[config.mk]
export PLATFORM = sky130hd
export DESIGN_NAME = fbc_front
export DESIGN_NICKNAME = d
export VERILOG_FILES = /design/src/sv/fbc_pkg.sv /design/src/sv/fbc_front.sv
export SDC_FILE = /design/constraint.sdc
export NUM_CORES = 1
export LEC_CHECK = 0
export ABC_CLOCK_PERIOD_IN_PS = 800
export BUFFER_PORTS_ARGS = -buffer_cell sky130_fd_sc_hd__clkbuf_2
export CORE_AREA = 2 2 49 51
export DETAILED_ROUTE_END_ITERATION = 8
export DIE_AREA = 0 0 51 53
export PLACE_DENSITY_LB_ADDON = 0.12
export SYNTH_ARGS = -nofsm -noshare
export SYNTH_HDL_FRONTEND = slang
export SYNTH_SLANG_ARGS = --single-unit
export TNS_END_PERCENT = 5
[constraint.sdc]
create_clock -name vclk -period 0.8
set_input_delay 0.08 -clock vclk [all_inputs]
set_output_delay 0.08 -clock vclk [all_outputs]
set_load 0.05 [all_outputs]
[src/sv/fbc_pkg.sv]
// Shared types, codes and constants for the framebuffer to BGRA converter.
package fbc_pkg;

   localparam int PALETTE_ENTRIES = 256;
   localparam int PAL_IDX_W       = $clog2(PALETTE_ENTRIES);
   localparam int MAX_WIDTH_DEF   = 4096;
   localparam int CFG_W           = 13;
   localparam int QUEUE_DEPTH     = 2;

   localparam logic [2:0] DEPTH_1BIT  = 3'd0;
   localparam logic [2:0] DEPTH_2BIT  = 3'd1;
   localparam logic [2:0] DEPTH_4BIT  = 3'd2;
   localparam logic [2:0] DEPTH_8BIT  = 3'd3;
   localparam logic [2:0] DEPTH_16BIT = 3'd4;
   localparam logic [2:0] DEPTH_32BIT = 3'd5;

   localparam logic [1:0] CSR_DEPTH_CODE  = 2'd0;
   localparam logic [1:0] CSR_LINE_PIXELS = 2'd1;
   localparam logic [1:0] CSR_FRAME_ROWS  = 2'd2;
   localparam logic [1:0] CSR_ROW_WORDS   = 2'd3;

   localparam logic [2:0]       RST_DEPTH_CODE  = DEPTH_32BIT;
   localparam logic [CFG_W-1:0] RST_LINE_PIXELS = 13'd800;
   localparam logic [CFG_W-1:0] RST_FRAME_ROWS  = 13'd600;
   localparam logic [CFG_W-1:0] RST_ROW_WORDS   = 13'd800;

   typedef enum logic [1:0] {
      KIND_PAL  = 2'd0,
      KIND_WORD = 2'd1,
      KIND_SKIP = 2'd2
   } kind_type;

   typedef struct packed {
      kind_type    kind;
      logic [31:0] data;
   } entry_type;

   typedef struct packed {
      logic [2:0]       depth_code;
      logic [CFG_W-1:0] line_pixels;
      logic [CFG_W-1:0] frame_rows;
      logic [CFG_W-1:0] row_words;
   } cfg_type;

endpackage

[src/sv/fbc_front.sv]
// Request intake: classifies each request and packs it into a queue entry.
module fbc_front
   import fbc_pkg::*;
(
   input  logic        req_valid,
   output logic        req_ready,
   input  logic        req_func,
   input  logic [31:0] req_source_word,
   input  logic [7:0]  req_palette_index,
   input  logic [7:0]  req_palette_red,
   input  logic [7:0]  req_palette_green,
   input  logic [7:0]  req_palette_blue,
   input  logic [2:0]  depth_code,
   input  logic        queue_full,
   output logic        push,
   output entry_type   push_entry
);

   always_comb begin
      push_entry = '0;
      if (req_func) begin
         push_entry.kind = KIND_PAL;
         push_entry.data = {req_palette_index, req_palette_red,
                            req_palette_green, req_palette_blue};
      end else begin
         push_entry.data = req_source_word;
         if (depth_code inside {[DEPTH_1BIT:DEPTH_32BIT]}) begin
            push_entry.kind = KIND_WORD;
         end else begin
            push_entry.kind = KIND_SKIP;
         end
      end
   end

   assign req_ready = !queue_full;
   assign push      = req_valid && !queue_full;

endmodule

==> run_results.csv <==
group,metric,value,unit
timing,setup_viol,33,
die,io-pin-count,106,
grt,grt_pass1_wl,3950,um
die,std_cell_rows,17,
timing,timing.final.crit_share,117,%
final_layout,seq_cells,0,
route,dr.pass1.iters,4,
min_path,hold_path.class,"in -> out",
critical_path,worstSetupEndpointType,"output pin",
critical_path,critPathBufInv,3,
placement,portBuffers,105,
synth,syn_inst,40,
route,drt_iter0_markers,5,
route,via_count,785,
critical_path,crit_path_top_delay_cell,"mux2_4",
clock_network,cts-hold-fix-buffers,0,
timing,period_needed,0.934,ns
final_layout,clock_buffer_count,0,
placement,post-place-cells,172,
synth,yosysWarnings,0,
final_layout,finalNetCount,218,
die,die_area,0.00270,mm2
grt,track_usage,19.6,%
status,run_status,"finished with violations",
timing,hold_violations,0,
critical_path,critPathLaunchType,"primary input",
final_layout,final_util,72.2,%
power_and_ir_drop,power_density,966,mW/mm2
synth,syn_area_per_cell,13.9,um2
timing,hold_ws,0.502,ns
grt,antenna_found_initial,0,
die,die_y,53,um
placement,post-place-ws,-0.262,ns
power_and_ir_drop,p_leak,0.889,nW
power_and_ir_drop,finalPower,1.50,mW
timing,worst_slack,-0.134,ns
route,routedWlPerCell,16.7,um
route,drc_errors,0,
grt,grt_max_degree,10,
clock_network,postCtsSetupBuffers,0,
timing,relSlewSlack,81.7,%
grt,grt-ovfl-total,0,
timing,drv_slew,0,
synth,synth-seq-area-share,0,%
timing,worst_pin_slew,0.276,ns
grt,grt_pass1_vias,774,
timing,rsz0062_at_grt,"yes",
synth,syn-num-nets,110,
synth,synth_area,556,um2
final_layout,diodes,0,
final_layout,layout_common_cells,"clkbuf_2, buf_8, mux2_4",
critical_path,crit_family,"buffers and inverters",
route,drt-total-wl,2910,um
placement,gp_congestion,0.685,
flow_run,max_cap_violations,0,
critical_path,worst-setup-path-type,"in -> out",
critical_path,slowest_delay,0.31,ns
power_and_ir_drop,ir_worst_vdd,0.534,mV
final_layout,finalNonFillerCells,174,
final_layout,areaGrowthSynthToFinish,179,%
timing,fmaxAchievable,1070,MHz
die,die_x,51,um
route,viasPerCell,4.51,
critical_path,crit_chain,"clkbuf_16, buf_16, mux2_4, buf_8",
critical_path,critPathRequiredTime,0.72,ns
die,initial_core_util,25.9,%
synth,synth_cell_types,9,
final_layout,drive_gt1_share,98.6,%
status,violations,"negative setup slack",
placement,hpwl,2110,um
route,antenna_left,0,
critical_path,crit_arrival,0.85,ns
die,core_area,0.00215,mm2
final_layout,register_area,0,um2
final_layout,final_common_cell,"clkbuf_2",
critical_path,cp_max_fo,9,
[area by class of cell]
type | count | area (um2)
Inverter | 1 | 3.75
Multi-Input combinational cell | 35 | 513
Timing Repair Buffer | 110 | 998
Fill cell | 160 | 598
Tap cell | 28 | 35.0
[metrics by stage]
step	TNS [ns]	area, um2
after global routing	-4.11	1550
final	-3.71	1550
after floorplan	-0.320	568
after detailed placement	-7.68	1100
after global placement	-7.52	1100
after CTS	-4.19	1510
[synthesized netlist by cell type]
library cell | instances | area share (%)
nor2b_1 | 1 | 1.1
buf_8 | 1 | 2.7
mux2_4 | 28 | 76
a21oi_1 | 1 | 0.90
mux2_2 | 4 | 8.1
and3b_1 | 1 | 1.6
buf_6 | 1 | 2.0
buf_12 | 2 | 7.2
inv_1 | 1 | 0.68
[what timing repair did]
item / in CTS / in global routing
pin swaps: 0 / 0
endpoints found under the setup margin: 34 / 33
resized for setup: 81 / 33
cloned: 2 / 0
[metal layers]
layer  part of all wire (%)  GRT usage, %  vias to the layer above
li1                       -             -                      363
met5                      0             0                        -
met3                     11          4.52                        2
met4                   0.72             0                        0
met1                     33          22.1                      359
met2                     55          39.2                       61
[worst min-delay path, delay by kind of cell]
| family | cells | cell delay, ns |
|---|---|---|
| buffers and inverters | 3 | 0.34 |
[cells by family (layout without fill, tap and decap cells)]
family | count (synthesis) | after routing | synth area share [%]
simple gates | 2 | 2 | 2.70
buf+inv | 5 | 111 | 12.6
mux | 32 | 32 | 83.8
compound gates | 1 | 1 | 0.900
[power breakdown]
part           switching [mW]  internal [mW]  total [mW]
sequential                  0              0           0
combinational           0.765          0.733        1.50
clock                       0              0           0
[worst paths after layout]
path | depth (start not counted) | startpoint | end
min | 3 | queue_full | req_ready
max | 4 | req_func | push_entry[10]
Power figures use the tool's default switching activity.
