==> src/sv/fbc_pkg.sv <==
// Shared types, codes and constants for the framebuffer to BGRA converter.
package fbc_pkg;

   localparam int PALETTE_ENTRIES = 256;
   localparam int PAL_IDX_W       = $clog2(PALETTE_ENTRIES);
   localparam int MAX_WIDTH_DEF   = 4096;
   localparam int CFG_W           = 13;
   localparam int QUEUE_DEPTH     = 2;

   localparam logic [2:0] DEPTH_1BIT  = 3'd0;
   localparam logic [2:0] DEPTH_2BIT  = 3'd1;
   localparam logic [2:0] DEPTH_4BIT  = 3'd2;
   localparam logic [2:0] DEPTH_8BIT  = 3'd3;
   localparam logic [2:0] DEPTH_16BIT = 3'd4;
   localparam logic [2:0] DEPTH_32BIT = 3'd5;

   localparam logic [1:0] CSR_DEPTH_CODE  = 2'd0;
   localparam logic [1:0] CSR_LINE_PIXELS = 2'd1;
   localparam logic [1:0] CSR_FRAME_ROWS  = 2'd2;
   localparam logic [1:0] CSR_ROW_WORDS   = 2'd3;

   localparam logic [2:0]       RST_DEPTH_CODE  = DEPTH_32BIT;
   localparam logic [CFG_W-1:0] RST_LINE_PIXELS = 13'd800;
   localparam logic [CFG_W-1:0] RST_FRAME_ROWS  = 13'd600;
   localparam logic [CFG_W-1:0] RST_ROW_WORDS   = 13'd800;

   typedef enum logic [1:0] {
      KIND_PAL  = 2'd0,
      KIND_WORD = 2'd1,
      KIND_SKIP = 2'd2
   } kind_type;

   typedef struct packed {
      kind_type    kind;
      logic [31:0] data;
   } entry_type;

   typedef struct packed {
      logic [2:0]       depth_code;
      logic [CFG_W-1:0] line_pixels;
      logic [CFG_W-1:0] frame_rows;
      logic [CFG_W-1:0] row_words;
   } cfg_type;

endpackage

==> src/sv/fbc_queue.sv <==
// Short FIFO between request intake and pixel back end.
module fbc_queue
   import fbc_pkg::*;
(
   input  logic      clock,
   input  logic      reset,
   input  logic      push,
   input  entry_type push_entry,
   input  logic      pop,
   output logic      full,
   output logic      head_valid,
   output entry_type head
);

   localparam int PTR_W = (QUEUE_DEPTH > 1) ? $clog2(QUEUE_DEPTH) : 1;
   localparam int CNT_W = $clog2(QUEUE_DEPTH + 1);

   entry_type          entries_ff [QUEUE_DEPTH];
   logic [PTR_W-1:0]   wr_ptr_ff, wr_ptr_in;
   logic [PTR_W-1:0]   rd_ptr_ff, rd_ptr_in;
   logic [CNT_W-1:0]   count_ff, count_in;

   function automatic logic [PTR_W-1:0] ptr_inc(input logic [PTR_W-1:0] p);
      logic [PTR_W-1:0] r;
      if (p == PTR_W'(QUEUE_DEPTH - 1)) begin
         r = '0;
      end else begin
         r = p + 1'b1;
      end
      return r;
   endfunction

   always_comb begin
      wr_ptr_in = push ? ptr_inc(wr_ptr_ff) : wr_ptr_ff;
      rd_ptr_in = pop ? ptr_inc(rd_ptr_ff) : rd_ptr_ff;
      count_in  = count_ff;
      if (push && !pop) begin
         count_in = count_ff + 1'b1;
      end else if (pop && !push) begin
         count_in = count_ff - 1'b1;
      end
   end

   always_ff @(posedge clock) begin
      if (reset) begin
         wr_ptr_ff <= '0;
         rd_ptr_ff <= '0;
         count_ff  <= '0;
      end else begin
         wr_ptr_ff <= wr_ptr_in;
         rd_ptr_ff <= rd_ptr_in;
         count_ff  <= count_in;
      end
   end

   always_ff @(posedge clock) begin
      if (push) begin
         entries_ff[wr_ptr_ff] <= push_entry;
      end
   end

   assign full       = (count_ff == CNT_W'(QUEUE_DEPTH));
   assign head_valid = (count_ff != '0);
   assign head       = entries_ff[rd_ptr_ff];

endmodule

==> config.mk <==
export PLATFORM = sky130hd
export DESIGN_NAME = fbc_queue
export DESIGN_NICKNAME = d
export VERILOG_FILES = /design/src/sv/fbc_pkg.sv /design/src/sv/fbc_queue.sv
export SDC_FILE = /design/constraint.sdc
export NUM_CORES = 1
export LEC_CHECK = 0
export BUFFER_PORTS_ARGS = -buffer_cell sky130_fd_sc_hd__clkbuf_2
export CORE_MARGIN = 10
export CORE_UTILIZATION = 46
export DETAILED_ROUTE_END_ITERATION = 12
export PLACE_DENSITY_LB_ADDON = 0.2
export SKIP_LAST_GASP = 1
export SYNTH_ARGS = -nofsm -noshare
export SYNTH_HDL_FRONTEND = slang
export SYNTH_SLANG_ARGS = --single-unit
==> constraint.sdc <==
create_clock -name clock -period 4.03 [get_ports clock]
set_input_delay 0.403 -clock clock [delete_from_list [all_inputs] [get_ports clock]]
set_output_delay 0.403 -clock clock [all_outputs]
set_load 0.01 [all_outputs]
==> flow_summary.yaml, run 1 <==
run_status:
  outcome: "finished clean"
power_and_ir_drop:
  switching_share_pct: 22.6
  seqPwrFrac_pct: 57.7
  power.internal_mw: 1.21
  power_mw: 1.56
  power_frac_comb_pct: 11.5
  vdd_ir_drop_max_uv: 321
  leakagePower_nw: 1.26
  pwr-share-clk_pct: 30.8
  powerDensity_mw_per_mm2: 478
  p_sw_uw: 354
synthesis:
  synth_top_area_share_pct: 76.7
  synth_seq_cells: 73
  synth_top_cells_by_count: "edfxtp_1, mux2_2, dfxtp_1"
  ys_async_sr_fraction_pct: 0
  netlist_area_mm2: 0.00266
  avgSynthCellArea_um2: 20.8
  synth_top_cells_by_area: "edfxtp_1, mux2_2, dfxtp_1"
  synthMostInstantiatedCell: "edfxtp_1"
  yosys_warnings: 0
  seq_area_frac_synth_pct: 80.5
  yosysUniqueCellTypes: 17
  syn_nets: 167
  synthFlopType: "edfxtp_1"
  synth_edf_count: 68
  synth_cells: 128
  yosysTopAreaCell: "edfxtp_1"
clock_network:
  cts_resized: 0
  cts_hold_buf: 0
  clk_latency_ns: 0.34
  cts_inserted_buffers: 9
  root_buffer: "clkbuf_8"
  postCtsSetupBuffers: 0
  cts_tree: "yes"
  h-tree-depth: 3
  cts_max_path_buffers: 2
  clk_pin_slew_worst_paths_ns: 0.08
  cts_sinks: 73
route:
  drt_iter0_drc: 91
  vias: 1350
  wire_per_inst_um: 17.2
  vias_per_cell: 4.72
  drc: 0
  met1_length_um: 1820
  top_layer: "met4"
  drt-pass1-iter-count: 4
  ant_nets: 0
  route.met2.wl_um: 2610
  drt-total-wl_um: 4910
  dr_wl_met3_um: 382
cells_and_area:
  syn2layout_area_growth_pct: 22.9
  nFillCells: 461
  fin_area_mm2: 0.00327
  post-route-util_pct: 58.7
  diodes: 0
  fin_cells: 286
  multi_input_area_um2: 498
  seq_area_mm2: 0.00214
  drive_above_1_share_pct: 58.4
  nNetsFinal: 248
die:
  num_io_pins: 74
  die-area_mm2: 0.00923
  die_w_um: 96.1
  initial_core_util_pct: 47.8
  die_y_um: 96.1
  core_area_mm2: 0.00557
  row_count: 27
global_routing:
  grt_pass1_wl_um: 7490
  grt_pass1_vias: 1549
  overflow: 0
  grt_max_degree: 35
  antenna_found_initial: 0
  globalRouteTotalUtil_pct: 11.0
setup_path:
  worstPathMaxFanout: 20
  worstSetupPathType: "reg2out"
  critPathLaunchType: "register"
  cp.required_ns: 3.63
  critPathArrivalTime_ns: 1.95
  crit_path_end_kind: "output pin"
sta:
  fin_setup_tns_ns: 0
  period_share_pct: 58.3
  hold_viol: 0
  maxSlewViolCount: 0
  max_slew_margin_pct: 34.1
  max_slew.worst_pin.slew_ns: 0.986
  rsz0062_at_grt: "no"
  setup_slack_ns: 1.68
  fin_crit_ns: 2.35
  holdWs_ns: 0.252
  worst_clock_skew_ns: 0.0173
  fmaxAchievable_ghz: 0.426
  finalSetupViolCount: 0
place:
  gp_congestion: 0.773
  dp_slack_ns: 1.99
  place_area_mm2: 0.00311
  place_hpwl_um: 3530
  port_buffers: 73
  dp.cells: 270
hold_path:
  hold_class: "in2reg"
job:
  drv_cap: 0
## layout by cell type (no fill, tap or decap), drive strengths merged
cell type / instances
and2: 1
clkinv: 2
buf: 1
xnor2: 2
or2: 1
nor2b: 1
a21oi: 1
edfxtp: 68
ha: 1
and2b: 1
xor2: 2
o21ai: 1
or3: 1
mux2: 34
dfxtp: 5
inv: 1
clkinvlp: 1
clkbuf: 86
nor2: 4
## metal layers
| layer | vias up | GRT usage, % |
|---|---|---|
| li1 | 657 | - |
| met1 | 642 | 11.1 |
| met2 | 43 | 18.9 |
| met3 | 8 | 4.05 |
| met4 | 0 | 6.63 |
| met5 | - | 0 |
## power by group through the flow
stage          clock network, mW  registers, mW  logic [mW]
5_1_grt                    0.524          0.907       0.198
6_report                   0.482          0.901       0.180
3_5_place_dp                   0          0.919       0.185
2_1_floorplan                  0          0.909       0.112
3_3_place_gp                   0          0.915       0.181
4_1_cts                    0.494          0.903       0.186
## worst paths after layout
kind	from	end	slack (ns)	cells past startpoint
worst max-delay path	register	head[10]	1.68	3
worst min-delay path	push_entry[4]	entries_ff[0][4]	0.25	1
worst max register to register	wr_ptr_ff	entries_ff[0][1]	2.51	1
worst min register to register	count_ff[1]	count_ff[1]	0.54	2
## registers in the layout (all words and copies together) (netlist names), named ones only
register    flops
count_ff        2
entries_ff     68
rd_ptr_ff       1
wr_ptr_ff       1
## worst max-delay path, stage by stage (launching register included)
cell	delay, ns
dfxtp_1	0.72
buf_4	0.39
mux2_2	0.38
clkbuf_2	0.13
## kinds of logic after synthesis
family | share of synthesized area, %
and+or+nand+nor | 1.83
buffers and inverters | 1.17
DFF | 80.5
adders and majority gates | 0.470
xor gates and xnor gates | 1.32
muxes | 14.4
AOI/OAI and AO/OA | 0.376
## layout make-up
cell class	instances	share of cell area, %
Clock buffer	13	4.55
Clock inverter	3	0.535
Inverter	1	0.115
Multi-Input combinational cell	50	15.2
Sequential cell	73	65.4
Tap cell	72	2.75
Timing Repair Buffer	74	11.4
Note: power is estimated with default switching activity, not from simulation.
==> run 2: changes to the inputs <==
--- a/config.mk
+++ b/config.mk
@@ -5,6 +5,7 @@
 export SDC_FILE = /design/constraint.sdc
 export NUM_CORES = 1
 export LEC_CHECK = 0
+export ABC_AREA = 1
 export BUFFER_PORTS_ARGS = -buffer_cell sky130_fd_sc_hd__clkbuf_2
 export CORE_MARGIN = 10
 export CORE_UTILIZATION = 46
==> constraint.sdc (replaced) <==
create_clock -name clock -period 2.1 [get_ports clock]
set_input_delay 0.21 -clock clock [delete_from_list [all_inputs] [get_ports clock]]
set_output_delay 0.21 -clock clock [all_outputs]
set_load 0.01 [all_outputs]
==> flow_summary.yaml, run 2 <==
run_status:
  outcome: "finished clean"
die:
  initial_core_util_pct: 47.6
  row_count: 28
  die_w_um: 98.5
  die-area_mm2: 0.00970
  die_y_um: 98.5
  num_io_pins: 74
  core_area_mm2: 0.00596
place:
  place_hpwl_um: 3700
  place_area_mm2: 0.00327
  gp_congestion: 0.698
  port_buffers: 73
route:
  drt-total-wl_um: 4970
  drt_iter0_drc: 27
  wire_per_inst_um: 16.4
  drt-pass1-iter-count: 4
  vias_per_cell: 4.67
  ant_nets: 0
  vias: 1416
  drc: 0
synthesis:
  synth_compound_area_share_pct: 0.353
  ys_async_sr_fraction_pct: 0
  synthMostInstantiatedCell: "edfxtp_1"
  synth_adder_area_share_pct: 0.441
  avgSynthCellArea_um2: 20.4
  yosysUniqueCellTypes: 16
  synthFlopType: "edfxtp_1"
  muxShareOfSynthArea_pct: 17.5
  synth_top_cells_by_area: "edfxtp_1, mux2_4, dfxtp_1"
  synth-simple-area-share_pct: 2.16
  syn_nets: 178
  yosys_warnings: 0
  seq_area_frac_synth_pct: 75.6
  synth_top_cells_by_count: "edfxtp_1, mux2_4, inv_1"
  synth_top_family_by_area: "multiplexers"
  synth_cells: 139
  synth_xor_area_share_pct: 0.309
  synth_top_area_share_pct: 72.0
  synth_edf_count: 68
  synth_seq_cells: 73
  netlist_area_mm2: 0.00284
  yosysTopAreaCell: "edfxtp_1"
sta:
  fin_setup_tns_ns: 0
  rsz0062_at_grt: "no"
  finalSetupViolCount: 0
  maxSlewViolCount: 0
  max_slew_margin_pct: 70.1
  hold_viol: 0
  max_slew.worst_pin.slew_ns: 0.448
  fin_crit_ns: 1.71
  fmaxAchievable_ghz: 0.586
  period_share_pct: 81.2
  worst_clock_skew_ns: 0.00712
setup_path:
  r2r_slack_ns: 0.81
  critPathLaunchType: "register"
  reg2regPathDepth: 3
  worstSetupPathType: "reg2out"
  cpMaxStageDelayCell: "mux2_2"
  critPathMaxStageDelay_ns: 0.38
  cp.required_ns: 1.89
  crit_path_end_kind: "output pin"
  worstPathMaxFanout: 19
  r2r-end: "entries_ff[1][12]"
  critPathArrivalTime_ns: 1.50
  crit_end: "head[22]"
  path_cells: "buf_4 -> mux2_2 -> clkbuf_2"
  r2r_start: "wr_ptr_ff"
clock_network:
  cts_inserted_buffers: 9
  cts_tree: "yes"
  clk_pin_slew_worst_paths_ns: 0.08
  cts_max_path_buffers: 2
  cts_resized: 0
  clk_latency_ns: 0.34
  cts_hold_buf: 0
  postCtsSetupBuffers: 0
  h-tree-depth: 3
  root_buffer: "clkbuf_8"
  cts_sinks: 73
power_and_ir_drop:
  seqPwrFrac_pct: 50.4
  vdd_ir_drop_max_uv: 650
  powerDensity_mw_per_mm2: 960
  p_sw_uw: 710
  power.internal_mw: 2.67
  leakagePower_nw: 1.45
  switching_share_pct: 21.0
  pwr-share-clk_pct: 38.0
  power_frac_comb_pct: 11.6
global_routing:
  grt_pass1_vias: 1639
  grt_pass1_wl_um: 7870
  overflow: 0
  antenna_found_initial: 0
  grt_max_degree: 35
  globalRouteTotalUtil_pct: 10.7
cells_and_area:
  reg_top3: "entries_ff: 68 flops, count_ff: 2 flops"
  largest_register_ffs: 68
  drive_above_1_share_pct: 56.6
  max_flop_register: "entries_ff"
  nNetsFinal: 262
  diodes: 0
  syn2layout_area_growth_pct: 24.1
  fin_area_mm2: 0.00352
  layout_common_cells: "clkbuf_2, edfxtp_1, mux2_4, inv_1, clkbuf_8"
  final_common_cell: "clkbuf_2"
hold_path:
  hold_class: "in2reg"
job:
  drv_cap: 0
[run 2: routing by layer]
layer / track usage (%) / share of wire (%)
met2: 18.9 / 53
met4: 6.62 / 2.0
met5: 0 / 0
met3: 5.10 / 7.8
met1: 9.62 / 37
[run 2: final cells by class]
type | count | area (um^2)
Tap cell | 75 | 93.8
Timing Repair Buffer | 77 | 408
Inverter | 9 | 33.8
Sequential cell | 73 | 2140
Clock inverter | 7 | 119
Multi-Input combinational cell | 53 | 596
Fill cell | 481 | 2440
Clock buffer | 9 | 124
[run 2: metrics by stage]
| step | worst slack, ns | total power, mW | cells | hold slack, ns | utilization [%] |
|---|---|---|---|---|---|
| floorplan | 0.470 | 1.99 | 139 | 0.282 | - |
| global placement | 0.767 | 2.12 | 287 | 0.398 | 55.0 |
| detailed placement | 0.740 | 2.14 | 287 | 0.403 | 55.0 |
| CTS | 0.356 | 3.42 | 303 | 0.0360 | 59.1 |
| global route | 0.309 | 3.52 | 303 | 0.0325 | 59.1 |
| finish | 0.395 | 3.37 | 303 | 0.0540 | 59.1 |
[run 2: cell families (layout without fill, tap and decap cells)]
logic type	Yosys count	after routing
AOI/OAI and AO/OA	2	2
adders and majority gates	1	1
muxes	34	34
buffers and inverters	13	102
DFF	73	73
xor gates and xnor gates	1	1
and+or+nand+nor	15	15
[run 2: worst max-delay path, delay by kind of cell (launching register included)]
kind	cells	cell delay, ns
multiplexers	1	0.38
flip-flops	1	0.33
buffers and inverters	2	0.44
[run 2: how the worst min path moves through the flow]
stage / start / endpoint / cells after the start / slack [ns]
2_1_floorplan: reset / register / 1 / 0.28
3_3_place_gp: push_entry[26] / entries_ff[0][26] / 1 / 0.40
3_5_place_dp: push_entry[32] / entries_ff[1][32] / 1 / 0.40
4_1_cts: push_entry[31] / entries_ff[1][31] / 1 / 0.04
5_1_grt: push_entry[10] / entries_ff[0][10] / 1 / 0.03
6_report: push_entry[31] / entries_ff[0][31] / 1 / 0.05
[run 2: power groups by stage]
stage / logic, mW / registers, mW / clock network [mW]
2_1_floorplan: 0.266 / 1.73 / 0
3_3_place_gp: 0.388 / 1.73 / 0
3_5_place_dp: 0.399 / 1.74 / 0
4_1_cts: 0.400 / 1.70 / 1.32
5_1_grt: 0.425 / 1.71 / 1.38
6_report: 0.390 / 1.70 / 1.28
==> run 3: changes to the inputs <==
--- a/config.mk
+++ b/config.mk
@@ -5,7 +5,7 @@
 export SDC_FILE = /design/constraint.sdc
 export NUM_CORES = 1
 export LEC_CHECK = 0
-export ABC_AREA = 1
+export ABC_AREA = 0
 export BUFFER_PORTS_ARGS = -buffer_cell sky130_fd_sc_hd__clkbuf_2
 export CORE_MARGIN = 10
 export CORE_UTILIZATION = 46
==> constraint.sdc (replaced) <==
create_clock -name clock -period 1.4 [get_ports clock]
set_input_delay 0.14 -clock clock [delete_from_list [all_inputs] [get_ports clock]]
set_output_delay 0.14 -clock clock [all_outputs]
set_load 0.01 [all_outputs]
==> flow_summary.yaml, run 3 (synthesis results as in run 1) <==
setup_path:
  crit_path_end_kind: "output pin"
  cp.required_ns: 1.26
  critPathTopFamily: "flip-flops"
  path_buf_inv: 2
  critPathLaunchType: "register"
  worstPathMaxFanout: 17
  critPathArrivalTime_ns: 1.36
  critPathMaxStageDelay_ns: 0.38
  path_cells: "buf_12 -> mux2_2 -> clkbuf_2"
  worstSetupPathType: "reg2out"
  cpMaxStageDelayCell: "dfxtp_4"
route:
  drt-total-wl_um: 5190
  route.met2.wl_um: 2770
  drc: 0
  wire_per_inst_um: 16.0
  dr_wl_met3_um: 364
  met1_length_um: 1970
  ant_nets: 0
  vias_per_cell: 4.74
  drt-pass1-iter-count: 4
  vias: 1539
  drt_iter0_drc: 30
  top_layer: "met4"
die:
  die_w_um: 96.1
  core_area_mm2: 0.00557
  die-area_mm2: 0.00923
  initial_core_util_pct: 47.8
  row_count: 27
  die_y_um: 96.1
  num_io_pins: 74
cells_and_area:
  nFillCells: 408
  post-route-util_pct: 67.0
  fin_area_mm2: 0.00373
  final_common_cell: "clkbuf_2"
  drive_above_1_share_pct: 52.6
  reg_top3: "entries_ff: 68 flops, count_ff: 2 flops"
  nNetsFinal: 287
  diodes: 0
  syn2layout_area_growth_pct: 40.3
  fin_cells: 325
  largest_register_ffs: 68
  max_flop_register: "entries_ff"
  layout_common_cells: "clkbuf_2, edfxtp_1, mux2_2, dlygate4sd3_1, clkbuf_8"
place:
  port_buffers: 73
  dp.cells: 276
  dp_slack_ns: 0.151
  place_area_mm2: 0.00321
  place_hpwl_um: 3730
  gp_congestion: 0.748
clock_network:
  cts_tree: "yes"
  cts_max_path_buffers: 2
  cts_inserted_buffers: 9
  h-tree-depth: 3
  clk_pin_slew_worst_paths_ns: 0.07
  clk_latency_ns: 0.33
  cts_sinks: 73
  root_buffer: "clkbuf_8"
sta:
  max_slew.worst_pin.slew_ns: 0.250
  worst_clock_skew_ns: 0.00368
  rsz0062_at_grt: "yes"
  hold_viol: 0
  max_slew_margin_pct: 83.3
  finalSetupViolCount: 34
  fin_crit_ns: 1.50
  holdWs_ns: 0.0151
  fin_setup_tns_ns: -2.48
  fmaxAchievable_ghz: 0.668
  setup_slack_ns: -0.0963
  maxSlewViolCount: 0
  period_share_pct: 107
global_routing:
  grt_pass1_wl_um: 8360
  overflow: 0
  grt_pass1_vias: 1742
  globalRouteTotalUtil_pct: 12.1
  antenna_found_initial: 0
  grt_max_degree: 22
run_status:
  violations: "setup timing"
  outcome: "complete, but fails checks"
power_and_ir_drop:
  powerDensity_mw_per_mm2: 1280
  vdd_ir_drop_max_uv: 1020
  power_mw: 4.78
  leakagePower_nw: 1.45
job:
  drv_cap: 0
hold_path:
  hold_class: "in2reg"
## run 3: cell count changes in the layout (fill, tap and decap cells not counted), sizes merged, moves of 2 or more
cell and delta:
xor2 +2, nand2 -6, nor2 -2, buf +3, dlygate4sd3 +33, bufinv -2
inv -8
## run 3: final cells by class
class,count,area (um^2),area share [%]
clock buffer,10,128,3.42
clock inverter,6,58.8,1.57
multi-input combinational,50,498,13.3
timing repair buffer,113,811,21.7
tap,72,90.1,2.41
sequential,73,2150,57.5
inverter,1,3.75,0.101
## run 3: worst paths after layout
path | depth (start not counted) | from | end | slack [ns]
setup / recovery | 3 | register | head[12] | -0.1
hold / removal | 1 | push_entry[20] | entries_ff[1][20] | 0.02
setup reg to reg | 2 | wr_ptr_ff | entries_ff[1][5] | 0.27
hold reg to reg | 2 | rd_ptr_ff | rd_ptr_ff | 0.52
## run 3: what timing repair did
item                       CTS  global route
hold endpoints to repair    66             0
setup endpoints to repair   34            34
buffers inserted             0             0
hold buffers                33             0
resized for setup            2             0
## run 3: where the power goes
| part | switching, mW | internal [mW] |
|---|---|---|
| Clock | 0.720 | 0.810 |
| Sequential | 0.0445 | 2.54 |
| Combinational | 0.307 | 0.361 |
| Total | 1.07 | 3.71 |
## run 3: routing by layer
metal / track usage (%) / vias up
li1: - / 738
met1: 12.8 / 749
met2: 21.2 / 43
met3: 3.74 / 9
met4: 5.90 / 0
met5: 0 / -
